<file path="config.mk">
export PLATFORM = sky130hd
export DESIGN_NAME = fse_ctrl
export DESIGN_NICKNAME = d
export VERILOG_FILES = /design/src/rtl/fse_pkg.sv /design/src/rtl/fse_ctrl.sv
export VERILOG_INCLUDE_DIRS = /design/src /design/src/rtl
export SDC_FILE = /design/constraint.sdc
export NUM_CORES = 1
export LEC_CHECK = 0
export ABC_AREA = 1
export ABC_CLOCK_PERIOD_IN_PS = 1400
export BUFFER_PORTS_ARGS = -buffer_cell sky130_fd_sc_hd__buf_2
export CORE_AREA = 2 2 39 41
export CTS_BUF_LIST = sky130_fd_sc_hd__clkbuf_8 sky130_fd_sc_hd__clkbuf_16
export CTS_CLUSTER_DIAMETER = 80
export DETAILED_ROUTE_END_ITERATION = 6
export DIE_AREA = 0 0 41 43
export GPL_TIMING_DRIVEN = 1
export PLACE_DENSITY = 0.42
export SLEW_MARGIN = 20
export SYNTH_ARGS = -nofsm -noshare
export SYNTH_HDL_FRONTEND = slang
export SYNTH_SLANG_ARGS = --single-unit
</file>
<file path="constraint.sdc">
create_clock -name clock -period 1.4 [get_ports clock]
set_input_delay 0.14 -clock clock [delete_from_list [all_inputs] [get_ports clock]]
set_output_delay 0.14 -clock clock [all_outputs]
set_load 0.05 [all_outputs]
</file>
<file path="src/rtl/field_slice_energy_assert.svh">
// Assertion macros for the field_slice_energy RTL.
// Included by fse_ctrl, which checks its own control logic; needs no package.
`ifndef FIELD_SLICE_ENERGY_ASSERT_SVH
`define FIELD_SLICE_ENERGY_ASSERT_SVH

// The consequent must hold in the same cycle as the antecedent.
`define FSE_ASSERT_IMPL(label, clk, rst, ante, cons) \
   label: assert property (@(posedge clk) disable iff (rst) (ante) |-> (cons)) \
      else $error("field_slice_energy: same-cycle check failed");

// The consequent must hold in the cycle after the antecedent.
`define FSE_ASSERT_NEXT(label, clk, rst, ante, cons) \
   label: assert property (@(posedge clk) disable iff (rst) (ante) |=> (cons)) \
      else $error("field_slice_energy: next-cycle check failed");

`endif

</file>
<file path="src/rtl/fse_pkg.sv">
// Package for the field slice energy block: widths, codes, reset values and
// the command and status types between controller and datapath. No dependencies.
package fse_pkg;

   // Field and coefficient widths.
   localparam int SAMPLE_BITS    = 16;
   localparam int COEF_BITS      = 16;
   localparam int CSR_INDEX_BITS = 3;
   localparam int SUM_BITS       = 48;
   localparam int PHI_OUT_BITS   = 47;
   localparam int HALF_SUM_BITS  = SUM_BITS / 2;
   localparam int REQ_DATA_BITS  = 4 * SAMPLE_BITS;
   localparam int RSP_DATA_BITS  = ((PHI_OUT_BITS + SUM_BITS + 7) / 8) * 8;
   localparam int RSP_PAD_BITS   = RSP_DATA_BITS - PHI_OUT_BITS - SUM_BITS;

   // Shared multiplier and its holding registers.
   localparam int MUL_A_BITS = 37;
   localparam int MUL_B_BITS = COEF_BITS + 1;
   localparam int PROD_BITS  = MUL_A_BITS + MUL_B_BITS;
   localparam int ACC_BITS   = 42;
   localparam int FRAC_BITS  = 12;
   localparam int WIDE_BITS  = PROD_BITS + FRAC_BITS;

   // Derivative rounding from Q12.20 to Q4.12.
   localparam int DERIV_SHIFT = 8;
   localparam int ROUND_HALF  = 128;

   typedef logic signed [SAMPLE_BITS-1:0] fse_sample_type;
   typedef logic [COEF_BITS-1:0]          fse_coef_type;
   typedef logic signed [COEF_BITS-1:0]   fse_weight_type;
   typedef logic signed [MUL_A_BITS-1:0]  fse_mul_a_type;
   typedef logic signed [MUL_B_BITS-1:0]  fse_mul_b_type;
   typedef logic signed [PROD_BITS-1:0]   fse_prod_type;
   typedef logic signed [ACC_BITS-1:0]    fse_acc_type;
   typedef logic signed [SUM_BITS-1:0]    fse_sum_type;
   typedef logic signed [WIDE_BITS-1:0]   fse_wide_type;
   typedef logic [1:0]                    fse_fill_type;
   typedef logic [CSR_INDEX_BITS-1:0]     fse_csr_index_type;

   localparam fse_sample_type SAMPLE_MAX = {1'b0, {(SAMPLE_BITS-1){1'b1}}};
   localparam fse_sample_type SAMPLE_MIN = {1'b1, {(SAMPLE_BITS-1){1'b0}}};
   localparam fse_sum_type    SUM_MAX    = {1'b0, {(SUM_BITS-1){1'b1}}};
   localparam fse_sum_type    SUM_MIN    = {1'b1, {(SUM_BITS-1){1'b0}}};
   localparam fse_fill_type   WINDOW_FULL = 2'd2;

   // Register indexes on the configuration port.
   localparam fse_csr_index_type CSR_GRID_STEP    = 3'd0;
   localparam fse_csr_index_type CSR_INV_TWO_STEP = 3'd1;
   localparam fse_csr_index_type CSR_PHI_MASS_SQ  = 3'd2;
   localparam fse_csr_index_type CSR_CHI_MASS_SQ  = 3'd3;
   localparam fse_csr_index_type CSR_GHOST_WEIGHT = 3'd4;

   // Register reset values.
   localparam fse_coef_type   GRID_STEP_RESET    = 16'd256;
   localparam fse_coef_type   INV_TWO_STEP_RESET = 16'd2048;
   localparam fse_weight_type GHOST_RESET        = 16'sd4096;
   localparam fse_weight_type UNIT_WEIGHT        = 16'sd4096;

   // Controller states.
   typedef enum logic [3:0] {
      ST_IDLE,
      ST_START,
      ST_DIFF,
      ST_RATE,
      ST_DSQ,
      ST_SSQ,
      ST_MASS,
      ST_ENERGY,
      ST_WEIGHT,
      ST_ACCUM,
      ST_SHIFT,
      ST_OUT_HI,
      ST_OUT_LO,
      ST_OUT_FIN
   } fse_state_type;

   // Operations issued to both field lanes.
   typedef enum logic [3:0] {
      OP_NONE,
      OP_CLEAR,
      OP_DIFF,
      OP_RATE,
      OP_DSQ,
      OP_SSQ,
      OP_MASS,
      OP_ENERGY,
      OP_WEIGHT,
      OP_ACCUM,
      OP_SHIFT,
      OP_OUT_HI,
      OP_OUT_LO
   } fse_op_type;

   typedef struct packed {
      fse_op_type op;
      logic       capture;
      logic       load_out;
   } fse_cmd_type;

   typedef struct packed {
      logic first;
      logic last;
      logic full;
      logic out_busy;
   } fse_status_type;

endpackage

</file>
<file path="src/rtl/fse_ctrl.sv">
// Controller of the field slice energy block: walks each item through the
// multiplier sequence and the result handoff. Depends on fse_pkg and the assert header.
`include "field_slice_energy_assert.svh"

module fse_ctrl (
   input  logic                    clock,
   input  logic                    reset,
   input  logic                    req_tvalid,
   output logic                    req_tready,
   input  fse_pkg::fse_status_type status,
   output fse_pkg::fse_cmd_type    cmd
);

   fse_pkg::fse_state_type state_ff, state_in;

   // Next state.
   always_comb begin
      state_in = state_ff;
      unique case (state_ff) inside
         fse_pkg::ST_IDLE: begin
            if (req_tvalid) begin
               state_in = fse_pkg::ST_START;
            end
         end
         fse_pkg::ST_START: begin
            if (status.full && !status.first) begin
               state_in = fse_pkg::ST_DIFF;
            end else begin
               state_in = fse_pkg::ST_SHIFT;
            end
         end
         fse_pkg::ST_DIFF:   state_in = fse_pkg::ST_RATE;
         fse_pkg::ST_RATE:   state_in = fse_pkg::ST_DSQ;
         fse_pkg::ST_DSQ:    state_in = fse_pkg::ST_SSQ;
         fse_pkg::ST_SSQ:    state_in = fse_pkg::ST_MASS;
         fse_pkg::ST_MASS:   state_in = fse_pkg::ST_ENERGY;
         fse_pkg::ST_ENERGY: state_in = fse_pkg::ST_WEIGHT;
         fse_pkg::ST_WEIGHT: state_in = fse_pkg::ST_ACCUM;
         fse_pkg::ST_ACCUM, fse_pkg::ST_SHIFT: begin
            if (status.last) begin
               state_in = fse_pkg::ST_OUT_HI;
            end else begin
               state_in = fse_pkg::ST_IDLE;
            end
         end
         fse_pkg::ST_OUT_HI: state_in = fse_pkg::ST_OUT_LO;
         fse_pkg::ST_OUT_LO: state_in = fse_pkg::ST_OUT_FIN;
         fse_pkg::ST_OUT_FIN: begin
            if (!status.out_busy) begin
               state_in = fse_pkg::ST_IDLE;
            end
         end
         default: state_in = fse_pkg::ST_IDLE;
      endcase
   end

   // Outputs per state.
   always_comb begin
      req_tready   = 1'b0;
      cmd.op       = fse_pkg::OP_NONE;
      cmd.capture  = 1'b0;
      cmd.load_out = 1'b0;
      unique case (state_ff)
         fse_pkg::ST_IDLE: begin
            req_tready  = 1'b1;
            cmd.capture = req_tvalid;
         end
         fse_pkg::ST_START: begin
            if (status.first) begin
               cmd.op = fse_pkg::OP_CLEAR;
            end
         end
         fse_pkg::ST_DIFF:   cmd.op = fse_pkg::OP_DIFF;
         fse_pkg::ST_RATE:   cmd.op = fse_pkg::OP_RATE;
         fse_pkg::ST_DSQ:    cmd.op = fse_pkg::OP_DSQ;
         fse_pkg::ST_SSQ:    cmd.op = fse_pkg::OP_SSQ;
         fse_pkg::ST_MASS:   cmd.op = fse_pkg::OP_MASS;
         fse_pkg::ST_ENERGY: cmd.op = fse_pkg::OP_ENERGY;
         fse_pkg::ST_WEIGHT: cmd.op = fse_pkg::OP_WEIGHT;
         fse_pkg::ST_ACCUM:  cmd.op = fse_pkg::OP_ACCUM;
         fse_pkg::ST_SHIFT:  cmd.op = fse_pkg::OP_SHIFT;
         fse_pkg::ST_OUT_HI: cmd.op = fse_pkg::OP_OUT_HI;
         fse_pkg::ST_OUT_LO: cmd.op = fse_pkg::OP_OUT_LO;
         fse_pkg::ST_OUT_FIN: begin
            // Hand the result over and start the next slice fresh.
            if (!status.out_busy) begin
               cmd.op       = fse_pkg::OP_CLEAR;
               cmd.load_out = 1'b1;
            end
         end
         default: begin
         end
      endcase
   end

   // State register.
   always_ff @(posedge clock) begin
      if (reset) begin
         state_ff <= fse_pkg::ST_IDLE;
      end else begin
         state_ff <= state_in;
      end
   end

   // A held result is never overwritten.
   `FSE_ASSERT_IMPL(a_load_when_free, clock, reset, cmd.load_out, !status.out_busy)
   // The derivative step only runs on a filled window.
   `FSE_ASSERT_IMPL(a_diff_needs_window, clock, reset, state_ff == fse_pkg::ST_DIFF, $past(status.full))
   // Output steps only follow an item marked last.
   `FSE_ASSERT_IMPL(a_out_after_last, clock, reset, state_ff == fse_pkg::ST_OUT_HI, $past(status.last))
   // One item at a time.
   `FSE_ASSERT_NEXT(a_single_item, clock, reset, cmd.capture, !req_tready)

endmodule

</file>
=== Yosys cells after proc, flatten, opt, wreduce, memory -nomap -nowiden ===
Cells that the tools add are included.

* Output and inout port bits: 7
* Input port bits: 7
* Bits in registers: 4
* Logic and storage cells: 33

* Mux-type cells: 12
* Reduce and logical (&&, ||, !) cells: 5
* Equality and inequality tests: 15

{| class="wikitable"
|+ Operator list
! operator !! count
|-
| 4-bit case mux with 13 select lines || 2
|-
| 4-bit == test, second input constant || 6
|-
| 4-bit by 3-bit == test with 1-bit output, second input constant || 4
|-
| 4-bit two-way mux || 4
|-
| 4-bit by 2-bit == test with 1-bit output, second input constant || 2
|-
| 1-bit two-way mux || 6
|-
| 4-bit by 1-bit == test with 1-bit output, second input constant || 1
|-
| 4-bit logical NOT || 1
|-
| 2-bit inequality test, second input constant || 2
|-
| 2-bit AND reduction || 1
|-
| 2-bit OR reduction || 1
|-
| 1-bit logical AND || 1
|-
| 1-bit logical NOT || 1
|}

=== Depth between registers and ports, before layout ===
Gate-level depths: netlist (run 1).

* Depth in word-level cells: 4
* Depth in mapped cells: 8
* Mapped depth without buffers: 8

=== Worst setup path after synthesis (run 1) ===
OpenSTA, ideal clock, no wires.

* Path type: register -> output
* From: reg state_ff[0]
* To: out cmd[0] in the netlist's numbering
* Cell stages (with the launch flop): 5
* Arrival time: 1703 ps
* Required time: 1260 ps
* Buffers on the path: 0
* Slack: -443 ps
* Path through: dfxtp_1 -> inv_1 -> nor2_1 -> inv_1 -> nor3_1

{| class="wikitable"
|+ RTL lines
! element !! RTL line !! RTL
|-
| start: declaration || fse_ctrl.sv:14 || <nowiki>fse_pkg::fse_state_type state_ff, state_in;</nowiki>
|-
| start signal: assignment || fse_ctrl.sv:99 || <nowiki>state_ff <= fse_pkg::ST_IDLE;</nowiki>
|-
| start signal: assignment || fse_ctrl.sv:101 || <nowiki>state_ff <= state_in;</nowiki>
|-
| end: declaration || fse_ctrl.sv:11 || <nowiki>output fse_pkg::fse_cmd_type cmd</nowiki>
|}

==> results.txt, run 1 <==
* Maximum number of pins on one net before global-route repair: 7
- Power Density: 2580 nW/um^2
- The register with the most flip-flops in the layout has 4 of them.
- Crit-path max cell delay: 0.32 ns
- TritonCTS built the clock tree.
* Number of vias in the routed layout: 394
* TritonCTS buffer count: 3
* Fillers: 150
- Worst path most repeated cell: sky130_fd_sc_hd__inv_2
* Largest registers in the final layout: state_ff x4
* Area Growth Syn to Fin: 68.5%
* Synth Instances: 55
- Measured against its own limit, the worst slew margin works out to 0.836.
* Area taken by flip-flops and latches: 86.3 sq um
- Reg-to-Reg Start: state_ff[1]
* Highest ir drop seen on vdd: 1.16 mV
- The number of antenna violations at the first check in global routing was 0.
- Syn Nets: 62
- Wirelength, routed: 848 um
- Distinct cell type count after synthesis: 17
* Share of layout cells above drive strength 1: 0.507
- The detailed router finished its first iteration with 3 violations.
- Post-layout net count: 84
* Final RePlAce weighted congestion: 0.698
- Number of buffer cells added on primary ports: 13
- Clock-pin slew was measured on the worst setup and hold paths at 0.03 ns.
* Setup Skew: 0.000250 ns
- Row generation in the floorplan step produced 14 rows.
- The worst register-to-register path ends at state_ff[0].
- Via/cell ratio: 4.33
- The number of pins exceeding their max-slew limit in the final report is 0.
- Summed negative setup slack over all endpoints: 0 ns
- The critical path contains buffers and inverters numbering 4 combined.
* Sequence of cells on the critical path: inv_2, nor2_2, inv_2, o22ai_2, o31ai_1, inv_1, buf_6
* Critical Path Fanout Max: 3
* Hold_buf cts: 0
* FF-to-FF setup slack: 0.24 ns
- Final hold violation count: 0
- Post-route insts no fill: 91
- At the later pin of the worst-skew pair, clock insertion delay measures 0.21 ns.
- Die footprint: 1760 sq um
- The longest clock path from root to sink contains 2 buffers.
- Critical Path End: cmd[2]
- Data on the critical path arrives at its endpoint at 1.19 ns.
- The run finished with clean final reports.
* Max-Cap Viols: 0
- FMAX: 0.750 GHz
* Highest-count cells in the layout ignoring fill and taps: 10 x sky130_fd_sc_hd__inv_1, 9 x sky130_fd_sc_hd__nand2_1, 8 x sky130_fd_sc_hd__buf_2
- Number of placed instances, taps included: 87
- In this run the count of I/O pins placed on the die edge is 14.
- Top register by number of flip-flops: state_ff
* Post-detailed-route DRC marker count: 0
* Wire length per cell: 9.32 um
- Worst Hold Margin: 0.125 ns
* Final cell area excluding filler cells: 529 sq um
- GRT overflow: 0
* Sequential fraction of the synthesis area: 0.255
- For the worst flop-to-flop path, the logic depth is 7.
- The count of nets left with antenna violations once routing finished came out at 0.
- The clock net in this run drives a total of 4 sinks.
- In this run the number of H-tree levels came out at 1.
- Counting I/O delays and the setup requirement, the final critical path takes 1.33 ns.
* Required time reported for the critical path endpoint: 1.26 ns
- For this run, the total global-route usage over all layers was measured as 0.128.
- The cell area that synthesis handed to floorplanning was 314 sq um.
- The critical path is of the reg2out type.
- After detailed placement, the total cell area comes to 439 sq um.
* Slew of the pin with the lowest slew margin: 0.248 ns
* HPWL after DPL: 690 um
- Fin crit share: 0.953
- Synthesized flop and latch total: 4
* Initial cell density of the core: 0.227
- Leaving out fill and tap cells, the most frequent cell in the layout is sky130_fd_sc_hd__inv_1.
- Crit path max-delay family: buffers and inverters
- In this run the static leakage power is 0.000282 uW.
* Via count of the first global-routing pass: 372
* Startpoint type of the worst setup path: register
- Count of TritonRoute iterations in the first routing pass: 2
- Endpoints failing setup: 0
- Cell with the largest stage delay on the worst path: sky130_fd_sc_hd__dfxtp_2
- Critical Path Stages: 7
- Core area: 1380 sq um
- Element type at the critical path end: output pin
- Avg Inst Size Synth: 5.71 sq um
- The tree is rooted in a sky130_fd_sc_hd__clkbuf_8.
- Critical Path Start: state_ff[0]
- For this run, the number of Yosys warnings is 0.
* Width of the chip: 41 um
- The worst hold path belongs to the class in2reg.
* Antenna cells: 0
- Overall die height: 43 um
* Wire length of the first global-routing pass: 1490 um
- Total area of multi-input combinational cells: 218 sq um
==> per-layer routing <==
layer  wire length (um)  up-vias  share of wire  global-route usage
li1                   -      216              -                   -
met5                  0        -              0                   0
met3                 22        2          0.026              0.0157
met4                 18        0          0.021               0.100
met2                415        6           0.49               0.188
met1                392      170           0.46               0.158
==> cell usage after synthesis <==
library cell,number,share of area
sky130_fd_sc_hd__inv_1,14,0.17
sky130_fd_sc_hd__o22ai_1,1,0.020
sky130_fd_sc_hd__nor4_1,1,0.020
sky130_fd_sc_hd__nand3_2,1,0.032
sky130_fd_sc_hd__nor3_1,3,0.048
sky130_fd_sc_hd__o21ai_0,2,0.032
sky130_fd_sc_hd__nor2_2,1,0.020
sky130_fd_sc_hd__nand3_1,1,0.016
sky130_fd_sc_hd__nor2_1,8,0.096
sky130_fd_sc_hd__a21boi_1,1,0.024
sky130_fd_sc_hd__a21oi_1,4,0.064
sky130_fd_sc_hd__nand4_1,1,0.020
sky130_fd_sc_hd__o211ai_1,1,0.024
sky130_fd_sc_hd__dfxtp_1,4,0.25
sky130_fd_sc_hd__nand2_1,10,0.12
sky130_fd_sc_hd__nand2_2,1,0.020
sky130_fd_sc_hd__o31ai_1,1,0.024
==> where the power goes <==
part / switching (uW) / internal (uW) / leakage [uW] / total, uW
logic: 597 / 301 / 0.000226 / 898
clock network: 56.5 / 183 / 0.0000216 / 240
registers: 60.0 / 166 / 0.0000344 / 226
total: 713 / 650 / 0.000282 / 1360
==> worst min-delay path by stage <==
stage	to	from	cells after the start	slack (ns)
2_1_floorplan	state_ff[2]	reset	1	0.21
3_3_place_gp	state_ff[2]	reset	2	0.36
3_5_place_dp	state_ff[2]	reset	2	0.36
4_1_cts	state_ff[0]	reset	2	0.13
5_1_grt	state_ff[2]	reset	2	0.14
6_report	state_ff[2]	reset	2	0.12
==> what timing repair did <==
item                       CTS  global route
setup endpoints to repair    3             5
setup buffers                0             1
gates resized for setup      8            14
pin swaps                    2             0
==> stage by stage <==
step / utilization / setup WS [ns] / power (uW)
6_report: 0.382 / 0.0658 / 1360
3_5_place_dp: 0.317 / 0.113 / 996
4_1_cts: 0.362 / 0.00865 / 1300
3_3_place_gp: 0.317 / 0.145 / 996
5_1_grt: 0.382 / -0.00617 / 1470
2_1_floorplan: - / -0.0170 / 807
==> worst reg2reg max path, delay by kind of cell, from the launching register on <==
kind / cells / cell delay [ns]
compound gates: 1 / 0.12
buf+inv: 1 / 0.09
flops: 1 / 0.40
simple gates: 5 / 0.44
==> logic make-up (layout without fill, tap and decap cells) <==
group,after synthesis,after routing,synth area share
buf+inv,14,34,0.167
flops,4,4,0.255
simple gates,27,27,0.390
compound gates,10,10,0.187
==> cell type report <==
cell class	instances	share of cell area
timing repair buffer	17	0.210
tap	16	0.0378
inverter	14	0.0993
multi-input combinational	37	0.411
clock buffer	3	0.0780
sequential	4	0.163
Power figures use the tool's default switching activity.
==> inputs of run 2 (changes only) <==
--- a/config.mk
+++ b/config.mk
@@ -10,7 +10,6 @@
 export ABC_CLOCK_PERIOD_IN_PS = 1400
 export BUFFER_PORTS_ARGS = -buffer_cell sky130_fd_sc_hd__buf_2
 export CORE_AREA = 2 2 39 41
-export CTS_BUF_LIST = sky130_fd_sc_hd__clkbuf_8 sky130_fd_sc_hd__clkbuf_16
 export CTS_CLUSTER_DIAMETER = 80
 export DETAILED_ROUTE_END_ITERATION = 6
 export DIE_AREA = 0 0 41 43
==> results.txt, run 2 (synthesized netlist as in run 1, its figures left out) <==
* Highest-count cells in the layout ignoring fill and taps: 10 x sky130_fd_sc_hd__inv_1, 9 x sky130_fd_sc_hd__nand2_1, 7 x sky130_fd_sc_hd__buf_2
- The total placed instance area came to 439 sq um (unchanged).
- The die span in x is 41 um (unchanged).
- The switching power came to 730 uW (+2.4%).
- Clock tree root buffer cell: sky130_fd_sc_hd__clkbuf_4
- Wire length per cell: 9.55 um (+2.5%)
* Final critical delay including setup and external delays: 1.34 ns (+0.00892 ns)
* Post-detailed-route DRC marker count: 0 (unchanged)
* Fin crit share: 0.959 (+0.00637)
* Post-layout net count: 84 (unchanged)
* FMAX: 0.745 GHz (-0.66%)
- Worst hold path class: in2reg
- The global routing usage summed across all routing layers is 0.129 (+0.00101).
- Final RePlAce weighted congestion: 0.698 (unchanged)
- STA classifies the critical path startpoint as a register.
- TritonCTS clock tree: built
* Slew of the pin with the lowest slew margin: 0.247 ns (-0.00117 ns)
- Compared with the post-synthesis result, the final layout area differs by 69.7%.
- The worst hold path begins at reset.
- The worst hold path stage count was 2 (unchanged).
- The post-route standard cell area excluding fillers is 533 sq um (+0.71%).
* Summed negative setup slack over all endpoints: 0 ns (unchanged)
- The final setup violation count came to 0 (unchanged).
- The y dimension of the die came to 43 um (unchanged).
- Die footprint: 1760 sq um (unchanged)
- The source-to-sink clock delay at the later pin of the worst-skew pair was 0.24 ns (+0.03 ns).
- The largest registers in the layout are state_ff x4.
- The tightest hold margin came to 0.103 ns (-0.0223 ns).
- The number of cell rows came to 14 (unchanged).
- The sequential standard cell area is 87.6 sq um (+1.4%).
* Fillers: 150 (unchanged)
- Maximum count of clock buffers along a single path: 2 (unchanged)
- Run status: completed
* Count of TritonRoute iterations in the first routing pass: 2 (unchanged)
* Number of DRC markers in iteration 0: 4 (+1)
* Post-layout worst setup margin: 0.0569 ns (-0.00892 ns)
- Required time reported for the critical path endpoint: 1.26 ns (about the same)
- Kind of critical path: reg2out
- The peak supply drop was 1.02 mV (-12%).
- The number of buffer cells added on primary ports came to 13 (unchanged).
- The final clock skew came to 0.00281 ns (+0.00256 ns).
- Element type at the critical path end: output pin
* End of the worst register-to-register path: state_ff[0]
* Depth of the most critical reg-to-reg path: 7 (unchanged)
- Share of layout cells above drive strength 1: 0.533 (+0.0267)
* Wirelength, routed: 869 um (+2.5%)
* GRT overflow: 0 (unchanged)
- Final hold violation count: 0 (unchanged)
- HPWL after DPL: 690 um (unchanged)
- The number of top-level design ports came to 14 (unchanged).
* Critical Path Fanout Max: 6 (+3)
- The area inside the core boundary was 1380 sq um (unchanged).
- Critical Path AT: 1.20 ns (about the same)
* Reg-to-Reg Start: state_ff[1]
- The H-tree depth is 1 (unchanged).
- The internal power of the cells is 583 uW (-10%).
* Wire length of the first global-routing pass: 1510 um (+1.4%)
- Leakage component of the power: 0.000289 uW (+2.5%)
- TritonCTS buffer count: 3 (unchanged)
- The diode insertion count for antenna repair came to 0 (unchanged).
- The number of clock sinks is 4 (unchanged).
- The maximum number of pins on one net before global-route repair came to 7 (unchanged).
* Flip-flop count of the largest register after layout: 4 (unchanged)
- The number of antenna violations at the first check in global routing is 0 (unchanged).
- Power Density: 2460 nW/um^2 (-4.4%)
* Total area of multi-input combinational cells: 233 sq um (+6.9%)
- The post-detailed-route count of antenna-violating nets was 0 (unchanged).
- The via count of the first global-routing pass was 374 (+0.54%).
- Via/cell ratio: 4.33 (unchanged)
- Slew Limit Headroom: 0.837 (about the same)
* Clk network pwr share: 0.110 (-0.066)
* Number of vias in the routed layout: 394 (unchanged)
- Worst slack at placement: 0.113 ns (unchanged)
* Top register by number of flip-flops: state_ff
- Share of total power consumed by net switching: 0.556 (+0.0332)
- Max-Cap Viols: 0 (unchanged)
- The final design utilization is 0.385 (+0.00271).
- The flop-to-flop setup slack was 0.26 ns (+0.02 ns).
* Initial cell density of the core: 0.227 (unchanged)
* Fraction of power consumed by combinational cells: 0.706 (+0.048)
- Most frequent standard cell in the layout excluding fill and tap cells: sky130_fd_sc_hd__inv_1
- The worst hold path terminates at state_ff[2].
- Clock edge transition at the registers on the reported setup and hold paths: 0.04 ns (about the same)
- Sequential group share of total power: 0.184 (+0.018)
* Total count of max-transition violations in the final report: 0 (unchanged)
==> run 2: changes by cell type in the layout (fill, tap and decap cells not counted), sizes merged <==
| cell | delta |
|---|---|
| buf | -1 |
| clkbuf | +1 |
==> run 2: final cells by class <==
type,instances,area share
multi-input combinational,37,0.437
timing repair buffer,17,0.221
sequential,4,0.164
inverter,14,0.0986
clock buffer,3,0.0423
tap,16,0.0376
==> run 2: worst max-delay path by stage <==
stage / slack, ns / to / cells after the start / from
floorplan: -0.02 / cmd[0] / 4 / state_ff[0]
global placement: 0.15 / cmd[2] / 6 / state_ff[3]
detailed placement: 0.11 / cmd[2] / 7 / state_ff[0]
CTS: 0.002 / cmd[2] / 7 / state_ff[0]
global route: -0.03 / cmd[2] / 5 / state_ff[3]
finish: 0.06 / cmd[2] / 5 / state_ff[3]
==> run 2: what timing repair did <==
action,CTS,global route
hold buffers,0,0
pin swaps,2,3
resized for setup,9,18
setup endpoints to repair,5,7
hold endpoints to repair,0,0
buffers inserted,0,1
==> run 2: power by group through the flow <==
stage | registers (uW) | clock network (uW) | logic, uW
final | 241 | 144 | 927
after detailed placement | 208 | 0 | 788
after CTS | 218 | 154 | 843
after global placement | 210 | 0 | 786
after global routing | 248 | 160 | 1000
after floorplan | 198 | 0 | 609
==> run 2: stage by stage <==
step                      std cells  total power, uW
final                            91             1310
after global routing             91             1410
after CTS                        90             1220
after detailed placement         87              996
after global placement           87              996
after floorplan                  55              807
==> run 2: per-layer routing <==
metal,up-vias,global-route usage,wire length (um)
met5,-,0,0
met4,0,0.100,18
met3,2,0.0157,19
met2,6,0.188,423
met1,171,0.161,408
li1,215,-,-
==> run 2: worst max-delay path: stages, from the launching register on <==
cell	delay [ns]
sky130_fd_sc_hd__dfxtp_4	0.37
sky130_fd_sc_hd__nor2_4	0.10
sky130_fd_sc_hd__inv_2	0.06
sky130_fd_sc_hd__o31ai_2	0.20
sky130_fd_sc_hd__inv_1	0.07
sky130_fd_sc_hd__buf_6	0.15
